## src/rtl/double_hash_duplicate_filter_macros.svh

```systemverilog
// Assertion macros for the duplicate filter
`ifndef DOUBLE_HASH_DUPLICATE_FILTER_MACROS_SVH
`define DOUBLE_HASH_DUPLICATE_FILTER_MACROS_SVH

// same-cycle implication, checked outside reset
`define DHDF_ASSERT_IMP(label, ante, cons, msg) \
    label: assert property (@(posedge clk) disable iff (!rst_n) (ante) |-> (cons)) \
        else $error(msg);

// next-cycle implication, checked outside reset
`define DHDF_ASSERT_NEXT(label, ante, cons, msg) \
    label: assert property (@(posedge clk) disable iff (!rst_n) (ante) |=> (cons)) \
        else $error(msg);

`endif

```

## src/rtl/dhdf_pkg.sv

```systemverilog
// Shared constants and state types for the duplicate filter
`default_nettype none

package dhdf_pkg;

    localparam int unsigned KEY_W          = 32;
    localparam int unsigned DEF_TABLE_SIZE = 1024;
    localparam int unsigned QUEUE_DEPTH    = 2;
    localparam int unsigned DIGIT_W        = 4;
    localparam int unsigned NUM_DIGITS     = KEY_W / DIGIT_W;
    localparam int unsigned STRIDE_W       = 5;
    localparam int unsigned STRIDE_COUNT   = 1 << STRIDE_W;

    typedef enum logic [1:0] {
        FR_IDLE,
        FR_DIV,
        FR_PUSH
    } front_state_t;

    typedef enum logic [1:0] {
        BK_CLEAR,
        BK_IDLE,
        BK_CHECK
    } back_state_t;

endpackage

`default_nettype wire

```

## src/rtl/dhdf_front.sv

```systemverilog
// Front end: takes an item, works out home slot and probe budget
`default_nettype none

module dhdf_front #(
    parameter int unsigned TABLE_SIZE = dhdf_pkg::DEF_TABLE_SIZE
) (
    input  wire logic                                  clk,
    input  wire logic                                  rst_n,
    input  wire logic                                  in_valid,
    output logic                                       in_stall,
    input  wire logic [dhdf_pkg::KEY_W-1:0]            key_value,
    input  wire logic                                  hold,
    output logic                                       push_valid,
    input  wire logic                                  push_full,
    output logic [dhdf_pkg::KEY_W-1:0]                 job_key,
    output logic [$clog2(TABLE_SIZE)-1:0]              job_slot,
    output logic [$clog2(TABLE_SIZE+1)-1:0]            job_budget
);

    localparam int unsigned SLOT_W   = $clog2(TABLE_SIZE);
    localparam int unsigned BUDGET_W = $clog2(TABLE_SIZE + 1);
    localparam int unsigned CNT_W    = $clog2(dhdf_pkg::NUM_DIGITS);
    localparam logic [SLOT_W:0]     SIZE_EXT = (SLOT_W + 1)'(TABLE_SIZE);
    localparam logic [CNT_W-1:0]    LAST_DIGIT = CNT_W'(dhdf_pkg::NUM_DIGITS - 1);

    logic [BUDGET_W-1:0] budget_tab [dhdf_pkg::STRIDE_COUNT];

    for (genvar g = 0; g < dhdf_pkg::STRIDE_COUNT; g++) begin : gen_budget
        localparam int unsigned BUDGET_G = TABLE_SIZE / (g + 1);
        assign budget_tab[g] = BUDGET_W'(BUDGET_G);
    end

    dhdf_pkg::front_state_t state_reg, state_next;
    logic [CNT_W-1:0]             cnt_reg, cnt_next;
    logic [dhdf_pkg::KEY_W-1:0]   key_reg, key_next;
    logic [dhdf_pkg::KEY_W-1:0]   shift_reg, shift_next;
    logic [SLOT_W-1:0]            rem_reg, rem_next;
    logic [BUDGET_W-1:0]          budget_reg, budget_next;
    logic [SLOT_W:0]              rem_step;

    // radix-16 remainder step, one compare-subtract per bit
    always_comb
    begin
        rem_step = {1'b0, rem_reg};
        for (int i = 0; i < dhdf_pkg::DIGIT_W; i++)
        begin
            rem_step = {rem_step[SLOT_W-1:0], shift_reg[dhdf_pkg::KEY_W-1-i]};
            if (rem_step >= SIZE_EXT)
            begin
                rem_step = rem_step - SIZE_EXT;
            end
        end
    end

    always_comb
    begin
        state_next  = state_reg;
        cnt_next    = cnt_reg;
        key_next    = key_reg;
        shift_next  = shift_reg;
        rem_next    = rem_reg;
        budget_next = budget_reg;
        in_stall    = 1'b1;
        push_valid  = 1'b0;
        unique case (state_reg)
            dhdf_pkg::FR_IDLE:
            begin
                in_stall = hold;
                if (in_valid && !hold)
                begin
                    key_next    = key_value;
                    shift_next  = key_value;
                    rem_next    = '0;
                    cnt_next    = '0;
                    budget_next = budget_tab[key_value[dhdf_pkg::STRIDE_W-1:0]];
                    state_next  = dhdf_pkg::FR_DIV;
                end
            end
            dhdf_pkg::FR_DIV:
            begin
                rem_next   = rem_step[SLOT_W-1:0];
                shift_next = shift_reg << dhdf_pkg::DIGIT_W;
                cnt_next   = cnt_reg + 1'b1;
                if (cnt_reg == LAST_DIGIT)
                begin
                    state_next = dhdf_pkg::FR_PUSH;
                end
            end
            dhdf_pkg::FR_PUSH:
            begin
                push_valid = 1'b1;
                if (!push_full)
                begin
                    state_next = dhdf_pkg::FR_IDLE;
                end
            end
            default:
            begin
                state_next = dhdf_pkg::FR_IDLE;
            end
        endcase
    end

    always_ff @(posedge clk or negedge rst_n)
    begin
        if (!rst_n)
        begin
            state_reg <= dhdf_pkg::FR_IDLE;
            cnt_reg   <= '0;
        end
        else
        begin
            state_reg <= state_next;
            cnt_reg   <= cnt_next;
        end
    end

    always_ff @(posedge clk)
    begin
        key_reg    <= key_next;
        shift_reg  <= shift_next;
        rem_reg    <= rem_next;
        budget_reg <= budget_next;
    end

    assign job_key    = key_reg;
    assign job_slot   = rem_reg;
    assign job_budget = budget_reg;

endmodule

`default_nettype wire

```

## config.mk

```make
export PLATFORM = sky130hd
export DESIGN_NAME = dhdf_front
export DESIGN_NICKNAME = d
export VERILOG_FILES = /design/src/rtl/double_hash_duplicate_filter_macros.svh /design/src/rtl/dhdf_pkg.sv /design/src/rtl/dhdf_front.sv
export SDC_FILE = /design/constraint.sdc
export NUM_CORES = 1
export LEC_CHECK = 0
export BUFFER_PORTS_ARGS = -buffer_cell sky130_fd_sc_hd__buf_4
export CAP_MARGIN = 20
export CORE_MARGIN = 1
export CORE_UTILIZATION = 25
export DETAILED_ROUTE_END_ITERATION = 7
export GPL_TIMING_DRIVEN = 0
export HOLD_SLACK_MARGIN = 0.02
export PLACE_DENSITY = 0.51
export SYNTH_ARGS = -nofsm -noshare
export SYNTH_HDL_FRONTEND = slang
export SYNTH_SLANG_ARGS = --single-unit
```

## constraint.sdc

```tcl
create_clock -name clk -period 3.4 [get_ports clk]
set_input_delay 0.68 -clock clk [delete_from_list [all_inputs] [get_ports clk]]
set_output_delay 0.68 -clock clk [all_outputs]
set_load 0.02 [all_outputs]
```

# ---- After elaboration in Yosys (flattened, before gate mapping)
# Memories as Yosys holds them, arrays and structs flattened. A register that Yosys moved wholly into a read port is not among the register bits.
# Index checks and enable logic that the tools add are counted.
dict set report totals {
  reg_bits 79
  mem_bits_ro 352
  inputBits 37
  output_inout_bits 55
  wordCells 45
  n_memories 1
}
dict set report op_classes {
  addsub 5
  magnitude_cmp 4
  eq_ne 6
  muxes 16
  bitwise_logic 1
  reduce_logical 7
}
# memory depth width rd rd_clocked_by_memory_dff write_ports line_no
set memory_table {}
lappend memory_table {{(no name shown)} 32 11 1 1 0 dhdf_front.sv:75} ;# budget_next = budget_tab[key_value[dhdf_pkg::STRIDE_W-1:0]];
# operator n
set ops {}
lappend ops {{$pmux W32 S2} 1}
lappend ops {{$mux W10} 5}
lappend ops {{$ge A11 B11 Y1 const B} 4}
lappend ops {{$sub A10 B1 Y10 const B} 4}
lappend ops {{$mux W32} 1}
lappend ops {{$pmux W10 S2} 1}
lappend ops {{$mux W2} 3}
lappend ops {{$ne A2 B2 Y1 const B} 3}
lappend ops {{$not A5 Y6} 1}
lappend ops {{$pmux W2 S3} 1}
lappend ops {{$pmux W3 S2} 1}
lappend ops {{$reduce_and A2 Y1} 2}
lappend ops {{$add A3 B1 Y3 const B} 1}
lappend ops {{$eq A3 B3 Y1 const B} 1}
lappend ops {{$mux W3} 1}
lappend ops {{$reduce_and A3 Y1} 1}
lappend ops {{$eq A2 B1 Y1 const B} 1}
lappend ops {{$eq A2 B2 Y1 const B} 1}
lappend ops {{$logic_not A2 Y1} 1}
lappend ops {{$mux W1} 2}
lappend ops {{$reduce_bool A2 Y1} 1}
lappend ops {{$logic_and A1 B1 Y1} 1}
lappend ops {{$logic_not A1 Y1} 1}

# ---- Depth between registers and ports, before layout
dict set report logic_depth {
  word_depth 9
  depth_mapped 5
  depth_no_buf 5
}

# ---- Worst setup path before layout
# No wires, ideal clock.
dict set report synth_timing {
  path_kind {in2reg}
  start {input port hold}
  end {register budget_reg[0] (netlist: job_budget[0]), enable pin}
  setup_ps 444
  arrival_ps 2983
  required_ps 2956
  setup_slack_ps -27
  path_stages 2
  n_path_buf 0
  path_cell_list {or3_1 -> nor2_1}
}
dict set report synth_between {
  elab_chain_len 3
}
# item line_no
set synth_lines {}
lappend synth_lines {{start, declared} dhdf_front.sv:12} ;# input wire logic hold,
lappend synth_lines {{$logic_not A1 Y1} dhdf_front.sv:69} ;# if (in_valid && !hold)
lappend synth_lines {{$logic_and A1 B1 Y1} dhdf_front.sv:69}
lappend synth_lines {{$reduce_and A2 Y1 (no line)} --}
lappend synth_lines {{end, declared} dhdf_front.sv:38} ;# logic [BUDGET_W-1:0] budget_reg, budget_next;
# No other way between the ends.
# A chain may end at the register's enable or synchronous reset.

# ---- Final worst setup path
dict set report layout_timing {
  start {register state_reg[1]}
  end {register key_reg (netlist bit job_key[19]), enable pin}
}
dict set report layout_between {
  elab_chain_len 2
}
# item line_no
set layout_lines {}
lappend layout_lines {{start, declared} dhdf_front.sv:33} ;# dhdf_pkg::front_state_t state_reg, state_next;
lappend layout_lines {{start signal, assigned} dhdf_front.sv:108} ;# state_reg <= dhdf_pkg::FR_IDLE;
lappend layout_lines {{start signal, assigned} dhdf_front.sv:113} ;# state_reg <= state_next;
lappend layout_lines {{$logic_not A2 Y1} dhdf_front.sv:65} ;# unique case (state_reg)
lappend layout_lines {{$reduce_and A2 Y1 (no line)} --}
lappend layout_lines {{end signal, assigned} dhdf_front.sv:120} ;# key_reg <= key_next;
lappend layout_lines {{end, declared} dhdf_front.sv:35} ;# logic [dhdf_pkg::KEY_W-1:0] key_reg, key_next;
# No other way between the ends.

==> flow_summary_export.csv <==
group,metric,value,unit
final_layout,stdcell_count,570,
worst_setup_path,worstReg2RegStart,"state_reg[1]$_DFFE_PN0P_",
synth,synth_largest_area_cell,"edfxtp_1",
power,p_int,2.945,mW
placed_design,pre_cts_ws,0.9272,ns
worst_setup_path,rr_endpoint,"job_key[19]$_DFFE_PP_",
route,drt-total-wl,8203,um
final_layout,diodes,0,
run,max_cap_violations,0,
power,p_leak,2.118,nW
synth,yosysSeqAreaShare,72.22,%
clocking,post_cts_buffers,0,
route,vias,2412,
final_layout,num-fill-cells,1456,
worst_setup_path,cpPeakStageDelay,0.68,ns
grt,gr-total-overflow,0,
power,ir_drop,0.2738,mV
clocking,root_buffer,"clkbuf_16",
placed_design,numPlacedInstances,554,
grt,grtUsageTotal,11.30,%
sta,slew_headroom,37.09,%
synth,ys_types,35,
worst_setup_path,cpMaxStageDelayCell,"nor2_4",
sta,drv_slew,0,
worst_setup_path,cp_max_fo,26,
outcome,violations,"design-rule violations",
power,clkPwrFrac,28.7,%
clocking,cts_tree,"built",
clocking,numCtsBuffers,9,
route,vias_per_cell,4.232,
route,routedWlPerCell,14.39,um
placed_design,dpl.hpwl,5626,um
synth,postSynth.asyncResetShare,5.556,%
clocking,cts_hold_buf,0,
final_layout,final_nets,427,
floorplan,initial_core_util,25.60,%
power,pwr-share-comb,27.7,%
sta,max_freq,0.4802,GHz
floorplan,io_pins,92,
synth,synth_warnings,0,
outcome,status,"finished, violations left",
worst_setup_path,rr_worst_depth,3,
sta,finalSetupTns,0,ns
synth,ys.flop_type,"edfxtp_1",
clocking,cts_buffer_depth,2,
power,cellPowerDensity,835.1,mW/mm^2
final_layout,layout-drive-gt1-share,33.42,%
worst_setup_path,cp-end-kind,"flip-flop",
final_layout,fin_util,34.63,%
clocking,path_clk_slew,0.06,ns
placed_design,gp_congestion,0.7381,
worst_setup_path,worstSetupPathType,"flip-flop to flip-flop",
grt,grt_pass1_wl,12550,um
placed_design,port_buffers,91,
clocking,htreeDepth,3,
grt,antenna_found_initial,0,
synth,ys_ff_latch,90,
clocking,cts_resized,0,
synth,synth_cells,278,
power,total_power,4.187,mW
synth,synth_edf_count,85,
floorplan,die_area,0.01532,mm^2
sta,setup_ws,1.318,ns
sta,period_minus_slack,2.082,ns
grt,grt_max_degree,44,
worst_setup_path,r2r_slack,1.32,ns
floorplan,core,0.01448,mm^2
synth,synthTopCellsByCount,"nand2_1 (87), edfxtp_1 (85), and2_1 (12), ha_1 (9), nor2_1 (9)",
route,drc,1,
floorplan,num_rows,44,
clocking,clkSinkCount,90,
final_layout,seq_area,0.002678,mm^2
floorplan,die_y,123.8,um
worst_setup_path,arrival,2.13,ns
grt,grt_pass1_vias,2393,
power,seqPwrFrac,43.6,%
worst_setup_path,cp.required,3.45,ns
clocking,clkLatencyLatePin,0.34,ns
sta,hold_viol,0,
sta,rsz0062_at_grt,"false",
worst_setup_path,cp_cell_sequence,"or3_1 > nor2_4 > buf_16",
final_layout,syn2layout_area_growth,35.23,%
floorplan,dieWidth,123.8,um
power,p_switching,1.242,mW
sta,setup_viol,0,
worst_setup_path,cp-start-kind,"flip-flop",
route,drt_pre_antenna_iters,6,
synth,synth_most_common_cell,"nand2_1",
synth,synth.top_cell.area_share,68.85,%
sta,finalCritPeriodShare,61.24,%
power,switching_share,29.65,%
min_path,hold_path_class,"primary input to asynchronous set/reset pin",
synth,synthTopCellsByArea,"edfxtp_1 (69%), nand2_1 (8.8%), dfrtp_1 (3.4%), ha_1 (3.0%), and2_1 (2.0%)",
final_layout,multiInputGateArea,892.1,um^2
route,dr.first_iter.drc_count,140,
sta,worst_pin_slew,0.9423,ns
synth,syn_area,0.003707,mm^2
synth,syn_avg_cell_area,13.34,um^2
sta,fin_worst_skew,0.007219,ns
route,ant_nets,0,
synth,synth_nets,324,
==> area by class of cell <==
cell class | instances | share of cell area, %
buffer | 20 | 2.446
timing repair buffer | 92 | 14.18
tap | 184 | 4.592
clock inverter | 6 | 2.571
clock buffer | 10 | 4.567
sequential | 90 | 53.41
multi-input combinational | 162 | 17.79
inverter | 6 | 0.4492
==> routing by layer <==
layer | up-vias | track usage, % | wire [um]
li1 | 1176 | - | -
met1 | 1140 | 13.40 | 3587
met2 | 84 | 18.58 | 3885
met3 | 12 | 3.388 | 579
met4 | 0 | 5.572 | 150
met5 | - | 0 | 0
==> stage by stage <==
stage | cell area, um^2 | hold slack, ns
2_1_floorplan | 3710 | 0.3844
3_3_place_gp | 4623 | 0.4694
3_5_place_dp | 4656 | 0.4689
4_1_cts | 5014 | 0.1152
5_1_grt | 5014 | 0.1121
6_report | 5014 | 0.1345
==> logic make-up after synthesis <==
family          share of synthesized area, %
simple gates                           14.75
flops                                  72.22
compound gates                         4.557
buf+inv                                3.915
mux                                    1.519
fa+ha+maj                              3.038
==> critical path, delay by kind of cell, from the launching register on <==
kind                   cells  cell delay, ns
DFF                        1            0.40
and+or+nand+nor            2            1.14
buffers and inverters      1            0.24
==> layout by cell type, fill, tap and decap left out, types with 4 or more instances in the layout <==
cell	instances
edfxtp_1	85
clkbuf_16	9
inv_1	5
nor2_1	8
a21oi_1	6
bufinv_16	4
ha_1	9
and2_1	12
nor2b_1	5
dfrtp_1	5
clkbuf_1	4
buf_2	8
nand2_1	87
buf_4	99
==> worst max path at each step <==
stage / startpoint / slack, ns / cells past startpoint / to
final: state_reg[1]$_DFFE_PN0P_ / 1.32 / 3 / job_key[19]$_DFFE_PP_
after detailed placement: hold / 0.93 / 4 / job_budget[10]$_SDFFCE_PN0P_
after global placement: hold / 0.07 / 3 / job_budget[3]$_DFFE_PP_
after global routing: state_reg[1]$_DFFE_PN0P_ / 1.17 / 3 / job_key[19]$_DFFE_PP_
after floorplan: hold / 0.69 / 2 / job_budget[0]$_DFFE_PP_
after CTS: state_reg[1]$_DFFE_PN0P_ / 1.26 / 3 / job_key[19]$_DFFE_PP_
==> power groups by stage <==
stage               registers, mW  clock network [mW]  logic [mW]
finish                       1.83                1.20        1.16
global route                 1.86                1.28        1.31
CTS                          1.83                1.23        1.20
detailed placement           1.85                   0        1.19
global placement             1.85                   0        1.15
floorplan                    1.92                   0       0.661
Note: power is estimated with default switching activity, not from simulation.
