`config.mk`:
```
export PLATFORM = sky130hd
export DESIGN_NAME = dhdf_queue
export DESIGN_NICKNAME = d
export VERILOG_FILES = /design/src/rtl/double_hash_duplicate_filter_macros.svh /design/src/rtl/dhdf_pkg.sv /design/src/rtl/dhdf_queue.sv
export SDC_FILE = /design/constraint.sdc
export NUM_CORES = 1
export LEC_CHECK = 0
export BUFFER_PORTS_ARGS = -buffer_cell sky130_fd_sc_hd__buf_2
export CELL_PAD_IN_SITES_DETAIL_PLACEMENT = 0
export CELL_PAD_IN_SITES_GLOBAL_PLACEMENT = 1
export CORE_ASPECT_RATIO = 1.25
export CORE_MARGIN = 1
export CORE_UTILIZATION = 36
export CTS_CLUSTER_SIZE = 8
export DETAILED_ROUTE_END_ITERATION = 8
export PLACE_DENSITY = 0.79
export SETUP_SLACK_MARGIN = 0.4
export SLEW_MARGIN = 40
export SYNTH_ARGS = -nofsm -noshare
export SYNTH_HDL_FRONTEND = slang
export SYNTH_SLANG_ARGS = --single-unit
```
`constraint.sdc`:
```
create_clock -name clk -period 1.6 [get_ports clk]
set_clock_uncertainty 0.2 [all_clocks]
set_input_delay 0.4 -clock clk [delete_from_list [all_inputs] [get_ports clk]]
set_output_delay 0.4 -clock clk [all_outputs]
set_load 0.01 [all_outputs]
```
`src/rtl/double_hash_duplicate_filter_macros.svh`:
```
// Assertion macros for the duplicate filter
`ifndef DOUBLE_HASH_DUPLICATE_FILTER_MACROS_SVH
`define DOUBLE_HASH_DUPLICATE_FILTER_MACROS_SVH

// same-cycle implication, checked outside reset
`define DHDF_ASSERT_IMP(label, ante, cons, msg) \
    label: assert property (@(posedge clk) disable iff (!rst_n) (ante) |-> (cons)) \
        else $error(msg);

// next-cycle implication, checked outside reset
`define DHDF_ASSERT_NEXT(label, ante, cons, msg) \
    label: assert property (@(posedge clk) disable iff (!rst_n) (ante) |=> (cons)) \
        else $error(msg);

`endif

```
`src/rtl/dhdf_pkg.sv`:
```
// Shared constants and state types for the duplicate filter
`default_nettype none

package dhdf_pkg;

    localparam int unsigned KEY_W          = 32;
    localparam int unsigned DEF_TABLE_SIZE = 1024;
    localparam int unsigned QUEUE_DEPTH    = 2;
    localparam int unsigned DIGIT_W        = 4;
    localparam int unsigned NUM_DIGITS     = KEY_W / DIGIT_W;
    localparam int unsigned STRIDE_W       = 5;
    localparam int unsigned STRIDE_COUNT   = 1 << STRIDE_W;

    typedef enum logic [1:0] {
        FR_IDLE,
        FR_DIV,
        FR_PUSH
    } front_state_t;

    typedef enum logic [1:0] {
        BK_CLEAR,
        BK_IDLE,
        BK_CHECK
    } back_state_t;

endpackage

`default_nettype wire

```
`src/rtl/dhdf_queue.sv`:
```
// Short job queue between front and back end
`default_nettype none

module dhdf_queue #(
    parameter int unsigned WIDTH = 8,
    parameter int unsigned DEPTH = dhdf_pkg::QUEUE_DEPTH
) (
    input  wire logic             clk,
    input  wire logic             rst_n,
    input  wire logic             push_valid,
    input  wire logic [WIDTH-1:0] push_data,
    output logic                  full,
    output logic                  pop_valid,
    input  wire logic             pop,
    output logic [WIDTH-1:0]      pop_data
);

    localparam int unsigned PTR_W = (DEPTH > 1) ? $clog2(DEPTH) : 1;
    localparam int unsigned CNT_W = $clog2(DEPTH + 1);
    localparam logic [PTR_W-1:0] LAST_PTR = PTR_W'(DEPTH - 1);
    localparam logic [CNT_W-1:0] FULL_CNT = CNT_W'(DEPTH);

    logic [WIDTH-1:0] entry_reg [DEPTH];
    logic [PTR_W-1:0] wr_ptr_reg, wr_ptr_next;
    logic [PTR_W-1:0] rd_ptr_reg, rd_ptr_next;
    logic [CNT_W-1:0] count_reg, count_next;
    logic             do_push;
    logic             do_pop;

    assign full      = (count_reg == FULL_CNT);
    assign pop_valid = (count_reg != '0);
    assign pop_data  = entry_reg[rd_ptr_reg];
    assign do_push   = push_valid && !full;
    assign do_pop    = pop && pop_valid;

    always_comb
    begin
        wr_ptr_next = wr_ptr_reg;
        rd_ptr_next = rd_ptr_reg;
        count_next  = count_reg;
        if (do_push)
        begin
            wr_ptr_next = (wr_ptr_reg == LAST_PTR) ? '0 : wr_ptr_reg + 1'b1;
        end
        if (do_pop)
        begin
            rd_ptr_next = (rd_ptr_reg == LAST_PTR) ? '0 : rd_ptr_reg + 1'b1;
        end
        if (do_push && !do_pop)
        begin
            count_next = count_reg + 1'b1;
        end
        else if (do_pop && !do_push)
        begin
            count_next = count_reg - 1'b1;
        end
    end

    always_ff @(posedge clk or negedge rst_n)
    begin
        if (!rst_n)
        begin
            wr_ptr_reg <= '0;
            rd_ptr_reg <= '0;
            count_reg  <= '0;
        end
        else
        begin
            wr_ptr_reg <= wr_ptr_next;
            rd_ptr_reg <= rd_ptr_next;
            count_reg  <= count_next;
        end
    end

    always_ff @(posedge clk)
    begin
        if (do_push)
        begin
            entry_reg[wr_ptr_reg] <= push_data;
        end
    end

endmodule

`default_nettype wire

```
# After elaboration in Yosys (flattened, before gate mapping)
# Memories as Yosys holds them, arrays and structs flattened.
# Index checks and enable logic that the tools add are counted.
# totals
memories	1
ram_bits	16
wordCells	24
register_bits	4
# classes
n_eq_ne	1
n_addsub	4
n_mux	6
reduce_logical	9
# mem_list
memory	words	width	rd	rd_ports_with_merged_regs	wr	line_no	source
entry_reg	2	8	1	0	1	dhdf_queue.sv:23	logic [WIDTH-1:0] entry_reg [DEPTH];
# op_table
cell	n
$logic_and A1 B1 Y1	4
$mux W1	4
$mux W2	2
$reduce_bool A2 Y1	2
$logic_not A1 Y1	3
$add A1 B1 Y1 const B	2
$add A2 B1 Y2 const B	1
$eq A2 B2 Y1 const B	1
$sub A2 B1 Y2 const B	1

# Longest topological paths before layout
# Gate-level depths: netlist of run 1.
# logic_depth
word_depth	7
mapped_depth	7

# Worst setup path before layout of run 1
# OpenSTA, ideal clock, no wires.
# synth_timing
path_kind	reg-to-reg
startpoint	register count_reg[0]
endpoint	memory entry_reg[0][0] (enable)
path_buffers	0
setup_time_ns	0.370
slack_ns	0.044
arrival_ns	0.986
period_less_slack_ns	1.556
path_stages_with_launch	4
required_time_ns	1.030
cell_sequence	dfrtp_1 > nand2b_1 > nand2_2 > nor2_1
# synth_between
elab_chain_cells	5
# synth_lines
element	line_no	source
start: declaration	dhdf_queue.sv:26	logic [CNT_W-1:0] count_reg, count_next;
start signal: assignment	dhdf_queue.sv:71	count_reg <= count_next;
$eq A2 B2 Y1	dhdf_queue.sv:30	assign full = (count_reg == FULL_CNT);
$logic_not A1 Y1	dhdf_queue.sv:33	assign do_push = push_valid && !full;
$logic_and A1 B1 Y1	dhdf_queue.sv:33	
$mux W1	dhdf_queue.sv:77	if (do_push)
$mux W1 (not written as such)	dhdf_queue.sv:79	entry_reg[wr_ptr_reg] <= push_data;
end: declaration	dhdf_queue.sv:23	
# Every way passes these cells.

# Worst setup path after layout of run 1
# layout_timing
startpoint	register rd_ptr_reg
endpoint	output pop_data[7]
# layout_between
elab_chain_cells	1
# layout_lines
element	line_no	source
start: declaration	dhdf_queue.sv:25	logic [PTR_W-1:0] rd_ptr_reg, rd_ptr_next;
start signal: assignment	dhdf_queue.sv:70	rd_ptr_reg <= rd_ptr_next;
$mem_v2 Z2 W8	n/a	
end: declaration	dhdf_queue.sv:15	output logic [WIDTH-1:0] pop_data
# Every way passes these cells.

==> metrics.txt, run 1 <==
status complete, but fails checks; failing checks DRC, setup timing; Final Max Slew Viols 0; met2 routed WL 724 microns; Clock Latency Late Sink 0.29 ns; HPWL after DPL around 900 microns; Switch Pwr 690 uW; met1 wire length 514 microns; GRT Residual Overflow 0; layout cells sized above 1 70.0%; Max VDD drop 1.06 mV; DRC 2; Comb power frac between 50% and 60%; HP Class in2reg; fin nets 94; MaxCap Viol Count 0; final hold violations 0; ys flop type edfxtp_1; critical path class reg2out; switch share 28.0%; Hold WS 0.0936 ns; core area 0.00203 sq mm; top cells by area, synth edfxtp_1 61%, dfrtp_1 13%, mux2_1 11%; crit share post-route 117%; gpl congestion about 0.72; CTS tree built; Syn Area/Cell 17.9 sq um; final setup vio count 19; Register Area 581 sq um; Sequential Power Share 32.3%; crit path from rd_ptr_reg; Fillers roughly 150; GRT Util Overall 13.4%; Initial DRC Count 8; Max Clk Rate 535 MHz; synth cell count leaders 16 x edfxtp_1, 8 x mux2_1, 4 x dfrtp_1; CP endpoint kind output port; TritonCTS Sinks 20; met3 wire length 44 microns; minimum clock period after layout around 1.9 ns; Antenna Cells 0; final wirelength 1.32 mm; Distinct cells, synth 14; asr flop ratio synth around 20%; crit path launch type flip-flop; mapped cell area 786 sq um; synth warn 0; area of the multi-input gates around 290 sq um; HP Start push_data[7]; Post-Syn Instances 44; final instance area 0.00124 sq mm; 1st-pass router iterations 6; Leakage Power roughly 0.00054 uW; Clock Pin Slew Worst Setup and Hold Paths approximately 0.11 ns; register area share after synthesis 73.9%; measured slew at the worst slew-check pin 0.250 ns; Area Overhead vs Synth 58.0%; WP data arrival around 1.3 ns; max reg flops 16; Die W 43.8 microns; via/cell ratio 4.72; largest net degree at the start of global routing 13; Rows 18; H-tree level count 1; number of I/O pins 22; cell area after placement 0.00100 sq mm; CTS max path bufs 2; Pint ~1800 uW; input/output buffers 21; first-pass GRT wire length between 2 and 2.5 mm; most common cell in the netlist edfxtp_1; register bit count reported by yosys 20; die height 54.2 microns; vias in the first global route 460; Yosys top cell area share 61.1%; PwrDens around 2000 mW/mm^2; DRT antenna net count 0; worst reg2reg startpoint count_reg[0]; via count 472; final core utilization 61.2%; Yosys top cell by area edfxtp_1; Routed WL per cell 13.2 microns; max layer used met4; max_slew headroom 83.3%; die area 0.00237 sq mm; Clock power frac between 10% and 20%; CP Max Fanout 5; Final WS setup -0.267 ns; Root Driver clkbuf_4; cts bufs inserted 3; RSZ-0062 raised after global routing yes; initial antenna violation count 0; EDFF count, synth 16; Initial Util 38.8%; syn nets 57; CP required 1.00 ns
[kinds of logic after synthesis]
logic type                 synth area share, %
adders and majority gates                 1.59
DFF                                       73.9
xor gates and xnor gates                  5.57
buffers and inverters                     1.59
muxes                                     11.5
and+or+nand+nor                           5.89
[per-layer routing]
metal  up-vias  global-route usage, %
met5         -                      0
met3         2                   2.64
li1        228                      -
met4         0                   10.9
met1       230                   14.9
met2        12                   22.1
[stage by stage]
step | setup WS [ns] | power, uW | std cells | setup TNS (ns)
after global routing | -0.320 | 2600 | 100 | -3.12
after global placement | 0.0523 | 1620 | 87 | 0
after CTS | -0.282 | 2400 | 98 | -2.43
after detailed placement | 0.0346 | 1640 | 87 | 0
after floorplan | 0.0590 | 1410 | 44 | 0
final | -0.267 | 2470 | 100 | -2.34
[power by group through the flow]
| stage | registers, uW | logic, uW | clock network, uW |
|---|---|---|---|
| 2_1_floorplan | 806 | 603 | 0 |
| 3_3_place_gp | 806 | 810 | 0 |
| 3_5_place_dp | 815 | 824 | 0 |
| 4_1_cts | 799 | 1190 | 412 |
| 5_1_grt | 813 | 1350 | 437 |
| 6_report | 797 | 1270 | 402 |
[worst paths after layout]
kind,endpoint,slack [ns],cells after the start
max,pop_data[7],-0.27,3
min,entry_reg[1][7],0.09,1
max reg2reg,count_reg[1],-0.03,7
min reg2reg,wr_ptr_reg,0.36,1
max in group asynchronous,rd_ptr_reg,0.83,2
min in group asynchronous,count_reg[0],0.25,2
[cell usage in the layout, fill, tap and decap left out, drive strengths merged]
master | netlist | routed
nand2b | 1 | 1
and3 | 1 | 1
inv | 2 | 2
dfrtp | 4 | 4
edfxtp | 16 | 16
nor2 | 2 | 2
nand2 | 2 | 2
mux2 | 8 | 8
clkbuf | 0 | 3
buf | 1 | 32
dlygate4sd3 | 0 | 1
xnor2 | 3 | 3
or2 | 1 | 1
ha | 1 | 1
xor2 | 2 | 2
bufinv | 0 | 1
[critical path, stage by stage, from the launching register on]
cell and delay (ns):
dfrtp_1 0.42, buf_6 0.14, mux2_4 0.29, buf_6 0.12
[what timing repair did]
| action | CTS | global route |
|---|---|---|
| setup endpoints to repair | 28 | 29 |
| pin swaps | 5 | 5 |
| setup buffers | 6 | 2 |
| gates resized for setup | 17 | 4 |
| endpoints found under the hold margin | 4 | 0 |
| hold buffers | 1 | 0 |
[final cells by class]
| type | instances | area share [%] |
|---|---|---|
| clock buffers | 3 | 1.81 |
| multi-input cells | 21 | 23.0 |
| inverters | 2 | 0.605 |
| flip-flops and latches | 20 | 46.8 |
| repair buffers | 33 | 23.4 |
| clock inverters | 1 | 2.42 |
| well taps | 20 | 2.02 |
No activity file was read; power rests on OpenSTA's default activity.
==> inputs of run 2 (changes only) <==
Settings changed: CORE_ASPECT_RATIO 1.25 to not set.
==> metrics.txt, run 2 (same netlist as run 1, synthesis figures left out) <==
Area Overhead vs Synth 61.1%; Final WS setup -0.297 ns; Initial Util 39.3%; die height 48.7 microns; Clock Pin Slew Worst Setup and Hold Paths between 0.1 and 0.15 ns; crit share post-route 119%; GRT Util Overall 13.1%; number of I/O pins 22; via count 488; final setup vio count 11; Root Driver clkbuf_4; status complete, but fails checks; die area 0.00237 sq mm; TritonCTS Sinks 20; Antenna Cells 0; failing checks setup timing; cts bufs inserted 3; crit path launch type flip-flop; crit path from rd_ptr_reg; Clock Latency Late Sink 0.30 ns; CP endpoint kind output port; Max Clk Rate approximately 530 MHz; Slowest Stage Delay on Critical Path 0.45 ns; Design Power about 2500 uW; core area ~0.002 sq mm; final core utilization 63.2%; initial antenna violation count 0; Fillers 156; HPWL after DPL 870 microns; Hold WS 0.0854 ns; largest net degree at the start of global routing 13; most used cell, CP buf_6; via/cell ratio approximately 4.5; DRC 0; vias in the first global route roughly 490; RSZ-0062 raised after global routing yes; Routed WL per cell around 13 microns; dpl ws -0.129 ns; measured slew at the worst slew-check pin 0.273 ns; commonest cells after routing, fill and taps aside 20 x buf_6, 16 x edfxtp_1, 11 x buf_2, 8 x mux2_4; HP Start push_data[5]; fin nets 96; CP required 1.00 ns; crit path cell chain buf_6, mux2_4, buf_6; Max VDD drop 1.01 mV; 1st-pass router iterations 3; Initial DRC Count 5; CTS max path bufs 2; layout cells sized above 1 70.7%; GRT Residual Overflow 0; WP data arrival around 1.3 ns; Die W slightly below 50 microns; HP Class in2reg; slowest cell on the critical path dfrtp_2; max reg flops 16; worst reg2reg startpoint count_reg[0]; Final Max Slew Viols 0; MaxCap Viol Count 0; gpl congestion 0.653; final hold violations 0; final wirelength ~1.4 mm; max_slew headroom 81.7%; setup TNS -2.56 ns; Leakage Power 0.000552 uW; Rows 16; H-tree level count 1; input/output buffers 21; minimum clock period after layout between 1.5 and 2 ns; DRT antenna net count 0; CTS tree built; CP Max Fanout 4; most common cell after layout, fill and taps aside buf_6; PwrDens 1980 mW/mm^2; first-pass GRT wire length 2.17 mm; critical path class reg2out
## run 2: changes by cell type in the layout (fill, tap and decap cells not counted), sizes merged
cell,previous run,this run
buf,32,34
## run 2: critical path, delay by kind of cell, from the launching register on
kind | cells | cell delay [ns]
flops | 1 | 0.45
mux | 1 | 0.29
buf+inv | 2 | 0.26
## run 2: layout make-up
cell class                 instances  area, sq um  area share, %
sequential                        20          582           45.9
timing repair buffer              35          313           24.7
multi-input combinational         21          278           21.9
tap                               27         33.8           2.67
clock inverter                     1         30.0           2.37
clock buffer                       3         22.5           1.78
inverter                           2         7.51          0.593
## run 2: final timing paths
path / to / slack [ns] / depth (start not counted)
setup / recovery: pop_data[7] / -0.30 / 3
hold / removal: entry_reg[0][5] / 0.09 / 1
setup reg to reg: count_reg[1] / -0.05 / 7
hold reg to reg: wr_ptr_reg / 0.37 / 1
max in group asynchronous: rd_ptr_reg / 0.85 / 2
min in group asynchronous: count_reg[1] / 0.21 / 2
## run 2: per-layer routing
layer | vias up | part of all wire, % | global-route usage, %
met4 | 0 | 2.8 | 10.3
met1 | 236 | 43 | 14.7
met2 | 17 | 51 | 22.2
met5 | - | 0 | 0
met3 | 4 | 3.3 | 1.89
li1 | 231 | - | -
## run 2: power by group
group	switching, uW	internal (uW)
clock network	150	253
logic	476	821
registers	80.1	730
total	706	1800
## run 2: timing repair
action / in CTS / in global routing
pin swaps: 4 / 2
hold buffers: 1 / 0
resized for setup: 21 / 3
setup buffers: 9 / 3
hold endpoints to repair: 4 / 0
endpoints found under the setup margin: 29 / 29
## run 2: stage by stage
stage,cell area (sq um),std cells
3_3_place_gp,997,92
5_1_grt,1270,109
2_1_floorplan,862,44
3_5_place_dp,997,92
4_1_cts,1230,106
6_report,1270,109
==> inputs of run 3 (changes only) <==
Settings changed: CORE_ASPECT_RATIO set to 0.9, CTS_CLUSTER_SIZE 8 to 10.
==> metrics.txt, run 3 (same netlist as run 1, synthesis figures left out) <==
WP data arrival 1.27 ns; met3 wire length 45 microns; CTS tree built; GRT Residual Overflow 0; DRT antenna net count 0; final setup vio count 11; Initial DRC Count 9; layout cells sized above 1 72.0%; 1st-pass router iterations 2; Max Clk Rate 536 MHz; gpl congestion 0.645; measured slew at the worst slew-check pin 0.249 ns; Max VDD drop 0.982 mV; core area 0.00199 sq mm; GRT Util Overall 11.6%; via count around 460; worst reg2reg startpoint count_reg[1]; first-pass GRT wire length approximately 1.9 mm; R2R depth 7; max reg flops 16; final core utilization 62.7%; CP required 1.00 ns; CP endpoint kind output port; TritonCTS Sinks 20; setup TNS -2.19 ns; max_slew headroom 83.3%; RSZ-0062 raised after global routing yes; met1 wire length 545 microns; Initial Util between 30% and 40%; cts bufs inserted 3; input/output buffers 21; Min-Delay Endpoint entry_reg[0][1]; die area 0.00237 sq mm; Leakage Power 0.000548 uW; Die W 51.2 microns; DRC 0; die height 46.3 microns; HPWL after DPL about 850 microns; PwrDens roughly 1900 mW/mm^2; final hold violations 0; commonest cells after routing, fill and taps aside 18 x buf_6, 16 x edfxtp_1, 11 x buf_2, 8 x mux2_4, 5 x buf_4; Fillers 160; crit path launch type flip-flop; CTS max path bufs 2; Final WS setup -0.267 ns; Clock Pin Slew Worst Setup and Hold Paths 0.10 ns; Rows 15; WHS Path Cells 1; Clock Latency Late Sink 0.28 ns; initial antenna violation count 0; via/cell ratio ~4.3; max layer used met4; Routed WL per cell 11.7 microns; Antenna Cells 0; critical path class reg2out; R2R Setup Slk -0.01 ns; Root Driver clkbuf_4; final wirelength 1.25 mm; crit share post-route 117%; most common cell after layout, fill and taps aside buf_6; largest net degree at the start of global routing 12; Final Max Slew Viols 0; CP Max Fanout 5; MaxCap Viol Count 0; number of I/O pins 22; minimum clock period after layout 1.87 ns; vias in the first global route around 450; HP Class in2reg; failing checks setup timing; status complete, but fails checks; fin nets 96; H-tree level count 1; reg2reg end count_reg[1]; HP Start push_data[1]; Area Overhead vs Synth 58.8%; met2 routed WL 639 microns
-- run 3: routing by layer --
layer  GRT usage [%]  vias to the layer above
li1                -                      234
met1            14.5                      207
met2            19.5                       13
met3           0.990                        2
met4            8.11                        0
met5               0                        -
-- run 3: power by group --
| part | total [uW] | internal (uW) | switching (uW) |
|---|---|---|---|
| combinational | 1260 | 800 | 462 |
| clock | 275 | 138 | 136 |
| sequential | 804 | 730 | 73.6 |
| total | 2340 | 1670 | 672 |
-- run 3: worst max-delay path, cell delays in order, from the launching register on --
cell and delay, ns:
dfrtp_2 0.43, buf_6 0.14, mux2_4 0.29, buf_6 0.12
-- run 3: worst max-delay path by stage --
stage                              end          from  cells past startpoint
after CTS                  pop_data[4]    rd_ptr_reg                      3
after detailed placement   pop_data[4]    rd_ptr_reg                      2
after global routing       pop_data[5]    rd_ptr_reg                      3
final                      pop_data[4]    rd_ptr_reg                      3
after global placement     pop_data[4]    rd_ptr_reg                      2
after floorplan           count_reg[1]  count_reg[0]                      6
-- run 3: final cells by class --
class / count / area, sq um / area share [%]
Clock buffer: 4 / 36.3 / 2.91
Inverter: 2 / 7.51 / 0.602
Multi-Input combinational cell: 21 / 285 / 22.9
Sequential cell: 20 / 582 / 46.6
Tap cell: 25 / 31.3 / 2.51
Timing Repair Buffer: 35 / 305 / 24.5
-- run 3: repair_timing --
item / CTS / global route
setup endpoints to repair: 29 / 30
pin swaps: 7 / 3
buffers inserted: 8 / 2
cloned: 0 / 0
hold buffers: 1 / 0
endpoints found under the hold margin: 4 / 0
resized for setup: 22 / 1
-- run 3: metrics by stage --
step	hold WS (ns)	worst slack [ns]	instances	total power, uW	cell area [sq um]
floorplan	-0.0956	0.0590	44	1410	862
global placement	0.00928	-0.108	92	1600	1010
detailed placement	0.0103	-0.122	92	1630	1010
CTS	0.0830	-0.279	105	2320	1230
global route	0.0866	-0.319	107	2460	1250
finish	0.0984	-0.267	107	2340	1250
